**src/design/hrp_pkg.sv**
```systemverilog
package hrp_pkg;

    // one received header byte
    typedef struct packed {
        logic [7:0] data_byte;
        logic       first_byte;
    } hrp_in_t;

    // one parse result
    typedef struct packed {
        logic [15:0] status_code;
        logic        status_ok;
        logic        length_known;
        logic [47:0] content_length;
        logic [31:0] transfer_length;
        logic [15:0] header_bytes;
        logic [1:0]  outcome;
    } hrp_out_t;

    // configuration registers as seen by the parse core
    typedef struct packed {
        logic [15:0] max_header_bytes;
        logic [31:0] transfer_limit;
        logic [7:0]  line_limit;
    } hrp_cfg_t;

    localparam logic [7:0] CFG_IDX_MAX_HEADER_BYTES = 8'd0;
    localparam logic [7:0] CFG_IDX_TRANSFER_LIMIT   = 8'd1;
    localparam logic [7:0] CFG_IDX_LINE_LIMIT       = 8'd2;

    localparam logic [15:0] MAX_HEADER_BYTES_RST = 16'd1500;
    localparam logic [31:0] TRANSFER_LIMIT_RST   = 32'd140000;
    localparam logic [7:0]  LINE_LIMIT_RST       = 8'd10;

    localparam logic [1:0] OUTCOME_SUCCESS  = 2'd0;
    localparam logic [1:0] OUTCOME_OVERFLOW = 2'd1;
    localparam logic [1:0] OUTCOME_NOT_2XX  = 2'd2;

    localparam logic [15:0] STATUS_DEFAULT = 16'd400;
    localparam logic [15:0] STATUS_OK_LO   = 16'd200;
    localparam logic [15:0] STATUS_OK_HI   = 16'd300;

    localparam logic [7:0] CHAR_CR    = 8'h0D;
    localparam logic [7:0] CHAR_LF    = 8'h0A;
    localparam logic [7:0] CHAR_SPACE = 8'h20;
    localparam logic [7:0] CHAR_COLON = 8'h3A;
    localparam logic [7:0] CHAR_ZERO  = 8'h30;
    localparam logic [7:0] CHAR_NINE  = 8'h39;

    localparam logic [3:0] KEY_LEN = 4'd14;

    // "Content-Length", one character per match position
    function automatic logic [7:0] key_char(input logic [3:0] pos);
        logic [7:0] c;
        case (pos)
            4'd0:    c = 8'h43; // C
            4'd1:    c = 8'h6F; // o
            4'd2:    c = 8'h6E; // n
            4'd3:    c = 8'h74; // t
            4'd4:    c = 8'h65; // e
            4'd5:    c = 8'h6E; // n
            4'd6:    c = 8'h74; // t
            4'd7:    c = 8'h2D; // -
            4'd8:    c = 8'h4C; // L
            4'd9:    c = 8'h65; // e
            4'd10:   c = 8'h6E; // n
            4'd11:   c = 8'h67; // g
            4'd12:   c = 8'h74; // t
            4'd13:   c = 8'h68; // h
            default: c = 8'h00;
        endcase
        return c;
    endfunction

endpackage

```
**src/design/hrp_in_stage.sv**
```systemverilog
module hrp_in_stage (
    input  logic            aclk,
    input  logic            aresetn,
    input  logic            s_valid,
    output logic            s_ready,
    input  hrp_pkg::hrp_in_t s_data,
    output logic            item_valid,
    output hrp_pkg::hrp_in_t item,
    input  logic            item_take
);

    logic             valid_reg;
    hrp_pkg::hrp_in_t data_reg;

    // refill in the same cycle the held item moves on
    assign s_ready    = !valid_reg || item_take;
    assign item_valid = valid_reg;
    assign item       = data_reg;

    always_ff @(posedge aclk) begin
        if (!aresetn) begin
            valid_reg <= 1'b0;
        end else if (s_valid && s_ready) begin
            valid_reg <= 1'b1;
        end else if (item_take) begin
            valid_reg <= 1'b0;
        end
    end

    always_ff @(posedge aclk) begin
        if (s_valid && s_ready) begin
            data_reg <= s_data;
        end
    end

endmodule

```
**src/design/hrp_core.sv**
```systemverilog
module hrp_core #(
    parameter int COUNT_WIDTH  = 16,
    parameter int LENGTH_WIDTH = 48
) (
    input  logic              aclk,
    input  logic              aresetn,
    input  hrp_pkg::hrp_cfg_t cfg,
    input  logic              item_valid,
    input  hrp_pkg::hrp_in_t  item,
    input  logic              out_free,
    output logic              item_take,
    output logic              res_valid,
    output hrp_pkg::hrp_out_t res
);

    localparam logic [2:0] PH_PREFIX = 3'd0;
    localparam logic [2:0] PH_COLON  = 3'd1;
    localparam logic [2:0] PH_SPACES = 3'd2;
    localparam logic [2:0] PH_DIGITS = 3'd3;
    localparam logic [2:0] PH_IGNORE = 3'd4;

    localparam logic [1:0] FL_BEFORE = 2'd0;
    localparam logic [1:0] FL_SPACES = 2'd1;
    localparam logic [1:0] FL_DIGITS = 2'd2;
    localparam logic [1:0] FL_DONE   = 2'd3;

    localparam int CMP_W = (COUNT_WIDTH > 16) ? COUNT_WIDTH : 16;
    localparam int LEN_EXT_W = (LENGTH_WIDTH > 48) ? LENGTH_WIDTH : 48;
    localparam logic [COUNT_WIDTH-1:0] CMAX = {COUNT_WIDTH{1'b1}};
    localparam logic [LENGTH_WIDTH-1:0] LMAX = {LENGTH_WIDTH{1'b1}};

    logic [COUNT_WIDTH-1:0]  byte_count_reg, byte_count_next, cnt_cur;
    logic [23:0]             tail_bytes_reg, tail_bytes_next, tail_cur;
    logic [7:0]              line_index_reg, line_index_next, line_cur;
    logic [2:0]              line_phase_reg, line_phase_next, lph_cur;
    logic [3:0]              prefix_pos_reg, prefix_pos_next, pos_cur;
    logic [1:0]              fl_phase_reg, fl_phase_next, fl_cur;
    logic [15:0]             status_reg, status_next, status_cur;
    logic                    status_seen_reg, status_seen_next, seen_cur;
    logic [LENGTH_WIDTH-1:0] length_reg, length_next, len_cur;
    logic                    length_found_reg, length_found_next, found_cur;
    logic                    active_reg, active_next;

    logic                    act, is_digit, term, over;
    logic [7:0]              b;
    logic [3:0]              d;
    logic [15:0]             status_base;
    logic [19:0]             status_wide;
    logic [15:0]             status_sat;
    logic [LENGTH_WIDTH+3:0] len_wide;
    logic [LENGTH_WIDTH-1:0] len_sat;
    logic [LENGTH_WIDTH-1:0] lim_ext, tlen;
    logic [LEN_EXT_W-1:0]    len_out;
    logic [CMP_W-1:0]        cnt_out;

    assign item_take = item_valid && out_free;
    assign b         = item.data_byte;
    assign act       = item.first_byte || active_reg;
    assign is_digit  = (b >= hrp_pkg::CHAR_ZERO) && (b <= hrp_pkg::CHAR_NINE);
    assign d         = is_digit ? 4'(b - hrp_pkg::CHAR_ZERO) : 4'd0;

    // starting byte sees cleared parse state
    always_comb begin
        if (item.first_byte) begin
            cnt_cur    = '0;
            tail_cur   = '0;
            line_cur   = '0;
            lph_cur    = PH_PREFIX;
            pos_cur    = '0;
            fl_cur     = FL_BEFORE;
            status_cur = hrp_pkg::STATUS_DEFAULT;
            seen_cur   = 1'b0;
            len_cur    = '0;
            found_cur  = 1'b0;
        end else begin
            cnt_cur    = byte_count_reg;
            tail_cur   = tail_bytes_reg;
            line_cur   = line_index_reg;
            lph_cur    = line_phase_reg;
            pos_cur    = prefix_pos_reg;
            fl_cur     = fl_phase_reg;
            status_cur = status_reg;
            seen_cur   = status_seen_reg;
            len_cur    = length_reg;
            found_cur  = length_found_reg;
        end
    end

    // acc*10 + d by shift-add; any carry past the width saturates
    always_comb begin
        status_base = seen_cur ? status_cur : 16'd0;
        status_wide = ({4'd0, status_base} << 3) + ({4'd0, status_base} << 1) + 20'(d);
        status_sat  = (status_wide[19:16] != 4'd0) ? 16'hFFFF : status_wide[15:0];
        len_wide    = ({4'd0, len_cur} << 3) + ({4'd0, len_cur} << 1)
                    + (LENGTH_WIDTH+4)'(d);
        len_sat     = (len_wide[LENGTH_WIDTH+3:LENGTH_WIDTH] != 4'd0) ? LMAX
                    : len_wide[LENGTH_WIDTH-1:0];
    end

    always_comb begin
        byte_count_next   = (cnt_cur != CMAX) ? cnt_cur + 1'b1 : cnt_cur;
        tail_bytes_next   = {tail_cur[15:0], b};
        line_index_next   = line_cur;
        line_phase_next   = lph_cur;
        prefix_pos_next   = pos_cur;
        fl_phase_next     = fl_cur;
        status_next       = status_cur;
        status_seen_next  = seen_cur;
        length_next       = len_cur;
        length_found_next = found_cur;

        // status code on line one
        if (b == hrp_pkg::CHAR_LF) begin
            fl_phase_next = FL_DONE;
        end else if (fl_cur == FL_BEFORE) begin
            if (b == hrp_pkg::CHAR_SPACE) begin
                fl_phase_next = FL_SPACES;
            end
        end else if (fl_cur == FL_SPACES || fl_cur == FL_DIGITS) begin
            if (b == hrp_pkg::CHAR_SPACE && fl_cur == FL_SPACES) begin
                fl_phase_next = FL_SPACES;
            end else if (is_digit) begin
                status_next      = status_sat;
                status_seen_next = 1'b1;
                fl_phase_next    = FL_DIGITS;
            end else begin
                fl_phase_next = FL_DONE;
            end
        end

        // Content-Length scan
        if (b == hrp_pkg::CHAR_LF) begin
            if (line_cur != 8'hFF) begin
                line_index_next = line_cur + 8'd1;
            end
            line_phase_next = PH_PREFIX;
            prefix_pos_next = '0;
        end else if (line_cur < cfg.line_limit) begin
            case (lph_cur)
                PH_PREFIX: begin
                    if (pos_cur < hrp_pkg::KEY_LEN && b == hrp_pkg::key_char(pos_cur)) begin
                        prefix_pos_next = pos_cur + 4'd1;
                        if (pos_cur + 4'd1 == hrp_pkg::KEY_LEN) begin
                            length_found_next = 1'b1;
                            length_next       = '0;
                            line_phase_next   = PH_COLON;
                        end
                    end else begin
                        line_phase_next = PH_IGNORE;
                    end
                end
                PH_COLON: begin
                    if (b == hrp_pkg::CHAR_COLON) begin
                        line_phase_next = PH_SPACES;
                    end
                end
                PH_SPACES, PH_DIGITS: begin
                    if (b == hrp_pkg::CHAR_SPACE && lph_cur == PH_SPACES) begin
                        line_phase_next = PH_SPACES;
                    end else if (is_digit) begin
                        length_next     = len_sat;
                        line_phase_next = PH_DIGITS;
                    end else begin
                        line_phase_next = PH_IGNORE;
                    end
                end
                default: begin
                    line_phase_next = lph_cur;
                end
            endcase
        end

        term = (byte_count_next > COUNT_WIDTH'(4)) && (tail_cur == 24'h0D0A0D)
             && (b == hrp_pkg::CHAR_LF);
        over = !term && ((CMP_W'(byte_count_next) >= CMP_W'(cfg.max_header_bytes))
             || (byte_count_next == CMAX));
        active_next = !(term || over);
    end

    // result fields from the updated state
    always_comb begin
        lim_ext = LENGTH_WIDTH'(cfg.transfer_limit);
        tlen    = (length_found_next && length_next < lim_ext) ? length_next : lim_ext;
        len_out = LEN_EXT_W'(length_next);
        cnt_out = CMP_W'(byte_count_next);

        res.status_code     = status_next;
        res.status_ok       = (status_next >= hrp_pkg::STATUS_OK_LO)
                            && (status_next < hrp_pkg::STATUS_OK_HI);
        res.length_known    = length_found_next;
        res.content_length  = len_out[47:0];
        res.transfer_length = tlen[31:0];
        res.header_bytes    = cnt_out[15:0];
        if (over) begin
            res.outcome = hrp_pkg::OUTCOME_OVERFLOW;
        end else if (res.status_ok) begin
            res.outcome = hrp_pkg::OUTCOME_SUCCESS;
        end else begin
            res.outcome = hrp_pkg::OUTCOME_NOT_2XX;
        end
    end

    assign res_valid = item_take && act && (term || over);

    always_ff @(posedge aclk) begin
        if (!aresetn) begin
            active_reg <= 1'b0;
        end else if (item_take && act) begin
            active_reg <= active_next;
        end
    end

    always_ff @(posedge aclk) begin
        if (item_take && act) begin
            byte_count_reg   <= byte_count_next;
            tail_bytes_reg   <= tail_bytes_next;
            line_index_reg   <= line_index_next;
            line_phase_reg   <= line_phase_next;
            prefix_pos_reg   <= prefix_pos_next;
            fl_phase_reg     <= fl_phase_next;
            status_reg       <= status_next;
            status_seen_reg  <= status_seen_next;
            length_reg       <= length_next;
            length_found_reg <= length_found_next;
        end
    end

endmodule

```
**src/design/hrp_out_stage.sv**
```systemverilog
module hrp_out_stage (
    input  logic              aclk,
    input  logic              aresetn,
    input  logic              res_valid,
    input  hrp_pkg::hrp_out_t res,
    output logic              out_free,
    output logic              m_valid,
    input  logic              m_ready,
    output hrp_pkg::hrp_out_t m_data
);

    logic              valid_reg;
    hrp_pkg::hrp_out_t data_reg;

    assign out_free = !valid_reg || m_ready;
    assign m_valid  = valid_reg;
    assign m_data   = data_reg;

    always_ff @(posedge aclk) begin
        if (!aresetn) begin
            valid_reg <= 1'b0;
        end else if (out_free) begin
            valid_reg <= res_valid;
        end
    end

    always_ff @(posedge aclk) begin
        if (out_free && res_valid) begin
            data_reg <= res;
        end
    end

endmodule

```
**src/design/http_response_header_parser.sv**
```systemverilog
// A byte accepted into the input register is parsed from there; a result it causes
// is captured in the result register as that byte is taken, then shown on m_data.
// Throughput: one byte per cycle, set by the single-pass per-byte state update.
// A byte waits in the input register, and the rate drops, while a result is held unread.
// Reset (aresetn low, synchronous): no response active, both stages empty,
// configuration back to 1500 / 140000 / 10.
module http_response_header_parser #(
    parameter int COUNT_WIDTH  = 16,
    parameter int LENGTH_WIDTH = 48
) (
    input  logic              aclk,
    input  logic              aresetn,

    // header byte stream
    input  logic              s_valid,
    output logic              s_ready,
    input  hrp_pkg::hrp_in_t  s_data,

    // parse results
    output logic              m_valid,
    input  logic              m_ready,
    output hrp_pkg::hrp_out_t m_data,

    // configuration writes
    input  logic              cfg_valid,
    output logic              cfg_ready,
    input  logic [7:0]        cfg_index,
    input  logic [31:0]       cfg_data
);

    hrp_pkg::hrp_cfg_t cfg_reg;
    hrp_pkg::hrp_in_t  item;
    hrp_pkg::hrp_out_t res;
    logic              item_valid;
    logic              item_take;
    logic              out_free;
    logic              res_valid;

    // config writes always land; indexes past the list are dropped
    assign cfg_ready = 1'b1;

    always_ff @(posedge aclk) begin
        if (!aresetn) begin
            cfg_reg.max_header_bytes <= hrp_pkg::MAX_HEADER_BYTES_RST;
            cfg_reg.transfer_limit   <= hrp_pkg::TRANSFER_LIMIT_RST;
            cfg_reg.line_limit       <= hrp_pkg::LINE_LIMIT_RST;
        end else if (cfg_valid && cfg_ready) begin
            case (cfg_index)
                hrp_pkg::CFG_IDX_MAX_HEADER_BYTES: begin
                    cfg_reg.max_header_bytes <= cfg_data[15:0];
                end
                hrp_pkg::CFG_IDX_TRANSFER_LIMIT: begin
                    cfg_reg.transfer_limit <= cfg_data;
                end
                hrp_pkg::CFG_IDX_LINE_LIMIT: begin
                    cfg_reg.line_limit <= cfg_data[7:0];
                end
                default: begin
                    cfg_reg <= cfg_reg;
                end
            endcase
        end
    end

    // input register: holds the byte being parsed this cycle
    hrp_in_stage u_in (
        .aclk       (aclk),
        .aresetn    (aresetn),
        .s_valid    (s_valid),
        .s_ready    (s_ready),
        .s_data     (s_data),
        .item_valid (item_valid),
        .item       (item),
        .item_take  (item_take)
    );

    // per-byte parse state and result formation
    hrp_core #(
        .COUNT_WIDTH  (COUNT_WIDTH),
        .LENGTH_WIDTH (LENGTH_WIDTH)
    ) u_core (
        .aclk       (aclk),
        .aresetn    (aresetn),
        .cfg        (cfg_reg),
        .item_valid (item_valid),
        .item       (item),
        .out_free   (out_free),
        .item_take  (item_take),
        .res_valid  (res_valid),
        .res        (res)
    );

    // result register: parts the result side from the parse side
    hrp_out_stage u_out (
        .aclk      (aclk),
        .aresetn   (aresetn),
        .res_valid (res_valid),
        .res       (res),
        .out_free  (out_free),
        .m_valid   (m_valid),
        .m_ready   (m_ready),
        .m_data    (m_data)
    );

    // the clamp never exceeds the configured limit
    a_tlen_clamped: assert property (@(posedge aclk) disable iff (!aresetn)
        m_valid |-> m_data.transfer_length <= cfg_reg.transfer_limit)
        else $error("transfer_length above transfer_limit");

    // unknown length reports the limit itself
    a_tlen_unknown: assert property (@(posedge aclk) disable iff (!aresetn)
        m_valid && !m_data.length_known |-> m_data.transfer_length == cfg_reg.transfer_limit)
        else $error("unknown length not mapped to limit");

    // outcome agrees with status_ok unless the header overflowed
    a_outcome_status: assert property (@(posedge aclk) disable iff (!aresetn)
        m_valid && m_data.outcome != hrp_pkg::OUTCOME_OVERFLOW
        |-> (m_data.outcome == hrp_pkg::OUTCOME_SUCCESS) == m_data.status_ok)
        else $error("outcome disagrees with status_ok");

    // input only backs up while a byte is held
    a_ready_backpressure: assert property (@(posedge aclk) disable iff (!aresetn)
        !s_ready |-> item_valid && !out_free)
        else $error("s_ready low with empty input register");

    // reset empties the result register
    a_reset_empty: assert property (@(posedge aclk)
        !aresetn |=> !m_valid)
        else $error("result valid right after reset");

endmodule
```
**config.mk**
```make
export PLATFORM = sky130hd
export DESIGN_NAME = http_response_header_parser
export DESIGN_NICKNAME = d
export VERILOG_FILES = /design/src/design/hrp_pkg.sv /design/src/design/hrp_in_stage.sv /design/src/design/hrp_core.sv /design/src/design/hrp_out_stage.sv /design/src/design/http_response_header_parser.sv
export SDC_FILE = /design/constraint.sdc
export NUM_CORES = 1
export LEC_CHECK = 0
export BUFFER_PORTS_ARGS = -buffer_cell sky130_fd_sc_hd__buf_2
export CORE_MARGIN = 8
export CORE_UTILIZATION = 50
export DETAILED_ROUTE_END_ITERATION = 10
export GPL_TIMING_DRIVEN = 1
export PLACE_DENSITY = 0.66
export SYNTH_ARGS = -nofsm -noshare
export SYNTH_HDL_FRONTEND = slang
export SYNTH_SLANG_ARGS = --single-unit
export TNS_END_PERCENT = 5
```
**constraint.sdc**
```tcl
create_clock -name aclk -period 44.3 [get_ports aclk]
set_input_delay 8.86 -clock aclk [delete_from_list [all_inputs] [get_ports aclk]]
set_output_delay 8.86 -clock aclk [all_outputs]
set_load 0.02 [all_outputs]
```
# [Word-level counts from Yosys, hierarchy flattened]
# Memories as Yosys holds them, arrays and structs flattened.
# Cells that the tools add are included.
[classes] add_sub_neg=8 magnitude_cmp=9 eq_ne=16 mux=61 n_reduce_logical=34
[ops] operator="48-bit 2-to-1 mux" n=8
[ops] operator="16-bit 2-to-1 mux" n=10
[ops] operator="48-bit case mux with 2 select lines" n=1
[ops] operator="51-bit by 49-bit adder with 52-bit output" n=1
[ops] operator="52-bit by 4-bit adder with 52-bit output" n=1
[ops] operator="48-bit by 32-bit < comparator with 1-bit output" n=1
[ops] operator="8-bit 2-to-1 mux" n=6
[ops] operator="32-bit 2-to-1 mux" n=1
[ops] operator="24-bit by 20-bit equality test with 1-bit output, second input constant" n=1
[ops] operator="24-bit 2-to-1 mux" n=1
[ops] operator="3-bit 2-to-1 mux" n=7
[ops] operator="19-bit by 17-bit adder with 20-bit output" n=1
[ops] operator="20-bit by 4-bit adder with 20-bit output" n=1
[ops] operator="4-bit 2-to-1 mux" n=5
[ops] operator="16-bit by 1-bit adder with 16-bit output, second input constant" n=1
[ops] operator="16-bit equality test, second input constant" n=1
[ops] operator="8-bit by 6-bit equality test with 1-bit output, second input constant" n=2
[ops] operator="16-bit greater-or-equal comparator" n=1
[ops] operator="16-bit by 8-bit greater-or-equal comparator with 1-bit output, second input constant" n=1
[ops] operator="16-bit by 3-bit > comparator with 1-bit output, second input constant" n=1
[ops] operator="16-bit by 9-bit < comparator with 1-bit output, second input constant" n=1
[ops] operator="16-bit != test, second input constant" n=1
[ops] operator="1-bit 2-to-1 mux" n=15
[ops] operator="1-bit logical AND" n=14
[ops] operator="28 further kinds" n=45
[totals] reg_bits=307 mem_bits_ro=112 in_bits=54 output_inout_bits=119 elab_cells=154 n_memories=1
[memory_table] memory="(no name shown)" words=16 width=7 rd=1 rd_ports_with_merged_regs=0 wr=0 line="hrp_pkg.sv:55" text="case (pos)"

# [Logic depth before layout (Yosys ltp)]
[depth] word_depth=14 depth_mapped=37 ltp_nobuf=32

# [Hierarchy]
# A second synthesis with hierarchy kept.
[hier_totals] hier_cells=2011 hier_area_um2=20114.3
[modules_own_cells] module="hrp_core" instances=1 cells_each=1638 area_per_inst_um2=13944.6 seq_area_each_um2=3713.6
[modules_own_cells] module="hrp_out_stage" instances=1 cells_each=121 area_per_inst_um2=3540.9 seq_area_each_um2=3503.4
[modules_own_cells] module="http_response_header_parser" instances=1 cells_each=238 area_per_inst_um2=2301.0 seq_area_each_um2=1121.1
[modules_own_cells] module="hrp_in_stage" instances=1 cells_each=14 area_per_inst_um2=327.8 seq_area_each_um2=290.3

# [Worst setup path after synthesis]
# OpenSTA, ideal clock, no wires.
[synth_timing] path_type="input to register" start="in m_ready" end="reg u_out.data_reg (netlist bit u_out.m_data[0]) (enable)" setup_ns=0.772 arrival_time_ns=26.819 required_time_ns=43.528 setup_slack_ns=16.709 stages=3 path_cell_list="nor2b_1 > nor3b_1 > a21boi_0"
[synth_via] elab_chain_cells=5
[synth_lines] item="start: declaration" line="http_response_header_parser.sv:21" text="input logic m_ready,"
[synth_lines] item="1-bit logical OR (*)" line="hrp_out_stage.sv:15" text="assign out_free = !valid_reg || m_ready;"
[synth_lines] item="1-bit logical AND" line="hrp_core.sv:56" text="assign item_take = item_valid && out_free;"
[synth_lines] item="1-bit logical AND (2 in series)" line="hrp_core.sv:203" text="assign res_valid = item_take && act && (term || over);"
[synth_lines] item="1-bit logical AND (*)" line="hrp_out_stage.sv:28" text="if (out_free && res_valid) begin"
[synth_lines] item="end signal: assignment" line="hrp_out_stage.sv:29" text="data_reg <= res;"
[synth_lines] item="end: declaration" line="hrp_out_stage.sv:13" text="hrp_pkg::hrp_out_t data_reg;"
# Every way passes the cells marked *; elsewhere a longest branch is shown, timed or not.
# A chain may end at the register's enable or synchronous reset.

# [Final worst setup path]
[layout_timing] start="in m_ready" end="out s_ready"
[layout_via] elab_chain_cells=3
[layout_lines] item="1-bit logical OR" line="hrp_out_stage.sv:15"
[layout_lines] item="1-bit logical AND" line="hrp_core.sv:56"
[layout_lines] item="1-bit logical OR" line="hrp_in_stage.sv:16" text="assign s_ready = !valid_reg || item_take;"
[layout_lines] item="end: declaration" line="http_response_header_parser.sv:16" text="output logic s_ready,"
# Every way passes these cells.

==> key figures <==
STA
  • Final Hold Vio Count: 0
  • Pins Over Slew Limit: 0
  • Slew @ Worst Pin: 1.10 ns
  • Final setup violation count: 0
  • Unrepaired setup endpoints after global routing: no
  • Slew headroom: a little over a quarter
  • Min Tclk post-route: ~18 ns
  • Fin crit share: between 40% and 50%
  • Setup Skew: 0.0145 ns
  • Setup Total Neg Slack: 0 ns
  • Max Freq: roughly 0.055 GHz

Synth
  • Synth Area in Compound Gates: 17.5%
  • Adder-cell share of the synthesized area: between 10 and 15%
  • Syn avg cell area: 9.99 sq um
  • Register bit total from synthesis: ~310
  • Xor and xnor area share after synthesis: under 10%
  • Library cells used by synthesis: 93
  • FFs w/ async S/R, synth: 0%
  • Post-synth EDFFs: 248
  • Seq/Total Area, Yosys: ~43%
  • Post-Syn Nets: 2,240
  • Mux cell area share after synthesis: 2.74%
  • Synth Instances: roughly 2,000
  • Post-Synth Simple-Gate Area: about 17%
  • Synthesis Warnings: 0
  • Cell Area, Synth: 19,900 sq um
  • Synth Flop Type: edfxtp_1
  • Largest family of logic cells by synthesized area: compound AO/OA/AOI/OAI gates

Floorplanning
  • Initial core utilization: 50.4%
  • Cell row count: 73
  • Die span in x: between 200 and 250 um
  • Die Height: 215 um
  • Core area: 39,500 sq um
  • # IOs: between 150 and 200
  • Die area: ~46,000 sq um

Detailed routing
  • Iter 0 DRT Violations: between 1,000 and 1,500
  • Via density: 5.89
  • Antenna-violating nets left: 0
  • DRT Wirelength: around 53,000 um
  • 1st-pass router iterations: 5
  • DR WL/cell: 19.6 um
  • Drt drc: 0
  • Via count: 15,863

Critical path
  • Crit-path most repeated cell: buf_2
  • Critical Path Fanout Max: 4
  • Critical Path Source Type: input port
  • Buf+Inv Stages, Crit Path: 2
  • Crit path kind: input port to output pin
  • Crit path required time: between 30 and 40 ns
  • Kind of end point of the critical path: output pin
  • Slowest cell on crit path: nor2b_1
  • Crit path max-delay family: simple AND/OR/NAND/NOR gates
  • Max incr delay on CP: 0.24 ns
  • Arr. time, crit path: roughly 9.5 ns
  • CP Cell Sequence: buf_2 > nor2b_1 > nand2_1 > buf_2

Flow run
  • Max Cap Viol: 0

Clock tree
  • Cts hold-fix bufs: 0
  • Clk_lat worst skew: 0.55 ns
  • H-tree Lvls: 2
  • Clock buffer depth: 3
  • Reg clk slew, reported paths: 0.06 ns
  • Clock root buffer: clkbuf_16
  • Postcts setup bufs: 0
  • Post-CTS Resized: 0
  • Clock sinks: about 310
  • TritonCTS buffer count: 35
  • CTS tree: done

Pwr
  • Share of total power in the clock network: between 40% and 50%
  • Leak: 9.23 nW
  • Flop pwr share: 46.9%
  • Logic gate share of total power: between 10% and 20%
  • Cell Int Power: approximately 0.51 mW
  • Switching Fraction: between 20% and 30%
  • NetSw: roughly 0.18 mW
  • Power Density: roughly 31 nW/um^2
  • Peak VDD IR: roughly 0.000025 V
  • Total power: about 0.7 mW

Layout
  • Multi-input combinational cell area: about 11,000 sq um
  • Register area: around 8600 sq um
  • Commonest cells after routing, fill and taps aside: edfxtp_1 (248), nand2_1 (239), ha_1 (190)
  • Antenna diodes: 0
  • Final net count: 2,388
  • Most common cell after layout, fill and taps aside: edfxtp_1
  • Share of post-route cells with drive strength above 1: roughly 15%
  • # fillers: 3,488
  • Area delta synth->final: 12.4%
  • Max reg flops: between 100 and 150

Global routing
  • Vias in the first global route: between 15,000 and 20,000
  • Total track usage: between 20% and 30%
  • Initial antenna violation count: 0
  • First-pass GRT wire length: around 84,000 um
  • GRT overflow: 0
  • Pin count of the biggest net entering global routing: a little under 80

Placement
  • Final GP Congestion: roughly 0.90
  • DP Wirelength: 38,500 um
  • # port buffers: ~170

Run status
  • Outcome: completed

Hold path
  • HP Class: flop to flop
==> logic make-up (layout without fill, tap and decap cells) <==
kind of cell / Yosys count / after routing
xor gates and xnor gates: 82 / 82
other: 1 / 1
DFF: 307 / 307
adders and majority gates: 194 / 194
and+or+nand+nor: 651 / 651
AOI/OAI and AO/OA: 531 / 531
buffers and inverters: 187 / 361
muxes: 39 / 39
==> power groups by stage <==
stage / Combinational, mW / Sequential (mW) / Clock (mW)
finish: 0.0845 / 0.325 / 0.283
global route: 0.0932 / 0.326 / 0.298
CTS: 0.0840 / 0.325 / 0.288
detailed placement: 0.0833 / 0.331 / 0
global placement: 0.0819 / 0.331 / 0
floorplan: 0.0559 / 0.336 / 0
==> metrics by stage <==
stage | area (sq um) | setup WS [ns] | hold WS (ns) | std cells | util (%)
6_report | 22400 | 25.95 | 0.468 | 2691 | 56.7
4_1_cts | 22400 | 25.95 | 0.470 | 2691 | 56.7
2_1_floorplan | 19900 | 16.71 | 0.424 | 1992 | -
3_5_place_dp | 21200 | 25.97 | 0.463 | 2628 | 53.9
5_1_grt | 22400 | 25.91 | 0.502 | 2691 | 56.7
3_3_place_gp | 21200 | 25.98 | 0.455 | 2628 | 53.9
==> routing by layer <==
layer / up-vias / routed length, um / track usage [%] / part of all wire, %
met5: - / 0 / 0 / 0
met2: 510 / 23400 / 34.8 / 44
met4: 0 / 1630 / 7.49 / 3.1
met1: 7618 / 24400 / 29.9 / 46
met3: 91 / 3350 / 4.21 / 6.4
li1: 7644 / - / - / -
==> synthesized netlist by cell type, types with 37 or more instances <==
master | instances | area share [%]
nor2_1 | 106 | 2.0
a21oi_1 | 154 | 3.9
a21o_1 | 53 | 2.0
o21ai_0 | 97 | 2.4
nand4_1 | 37 | 1.2
edfxtp_1 | 248 | 37
ha_1 | 190 | 12
xnor2_1 | 50 | 2.2
inv_1 | 102 | 1.9
dfxtp_1 | 59 | 5.9
nand2_1 | 239 | 4.5
nor2b_1 | 91 | 2.9
clkbuf_1 | 60 | 1.1
a21boi_0 | 46 | 1.7
==> worst paths after layout <==
kind,start,end,slack [ns],cells past startpoint
hold reg to reg,cfg_reg[45],cfg_reg[45],0.47,2
setup reg to reg,u_in.item[7],u_out.m_data[18],34.79,32
setup / recovery,m_ready,s_ready,25.95,4
hold / removal,cfg_reg[45],cfg_reg[45],0.47,2
==> cell type report <==
| type | instances | share of cell area, % |
|---|---|---|
| Clock buffer | 47 | 4.21 |
| Clock inverter | 16 | 0.778 |
| Inverter | 102 | 1.71 |
| Multi-Input combinational cell | 1498 | 47.1 |
| Sequential cell | 307 | 38.6 |
| Tap cell | 525 | 2.94 |
| Timing Repair Buffer | 196 | 4.67 |
==> worst min-delay path, stage by stage, from the launching register on <==
cell	delay, ns
dfxtp_1	0.31
nand2_1	0.05
a21boi_0	0.06
Note: power is estimated with default switching activity, not from simulation.
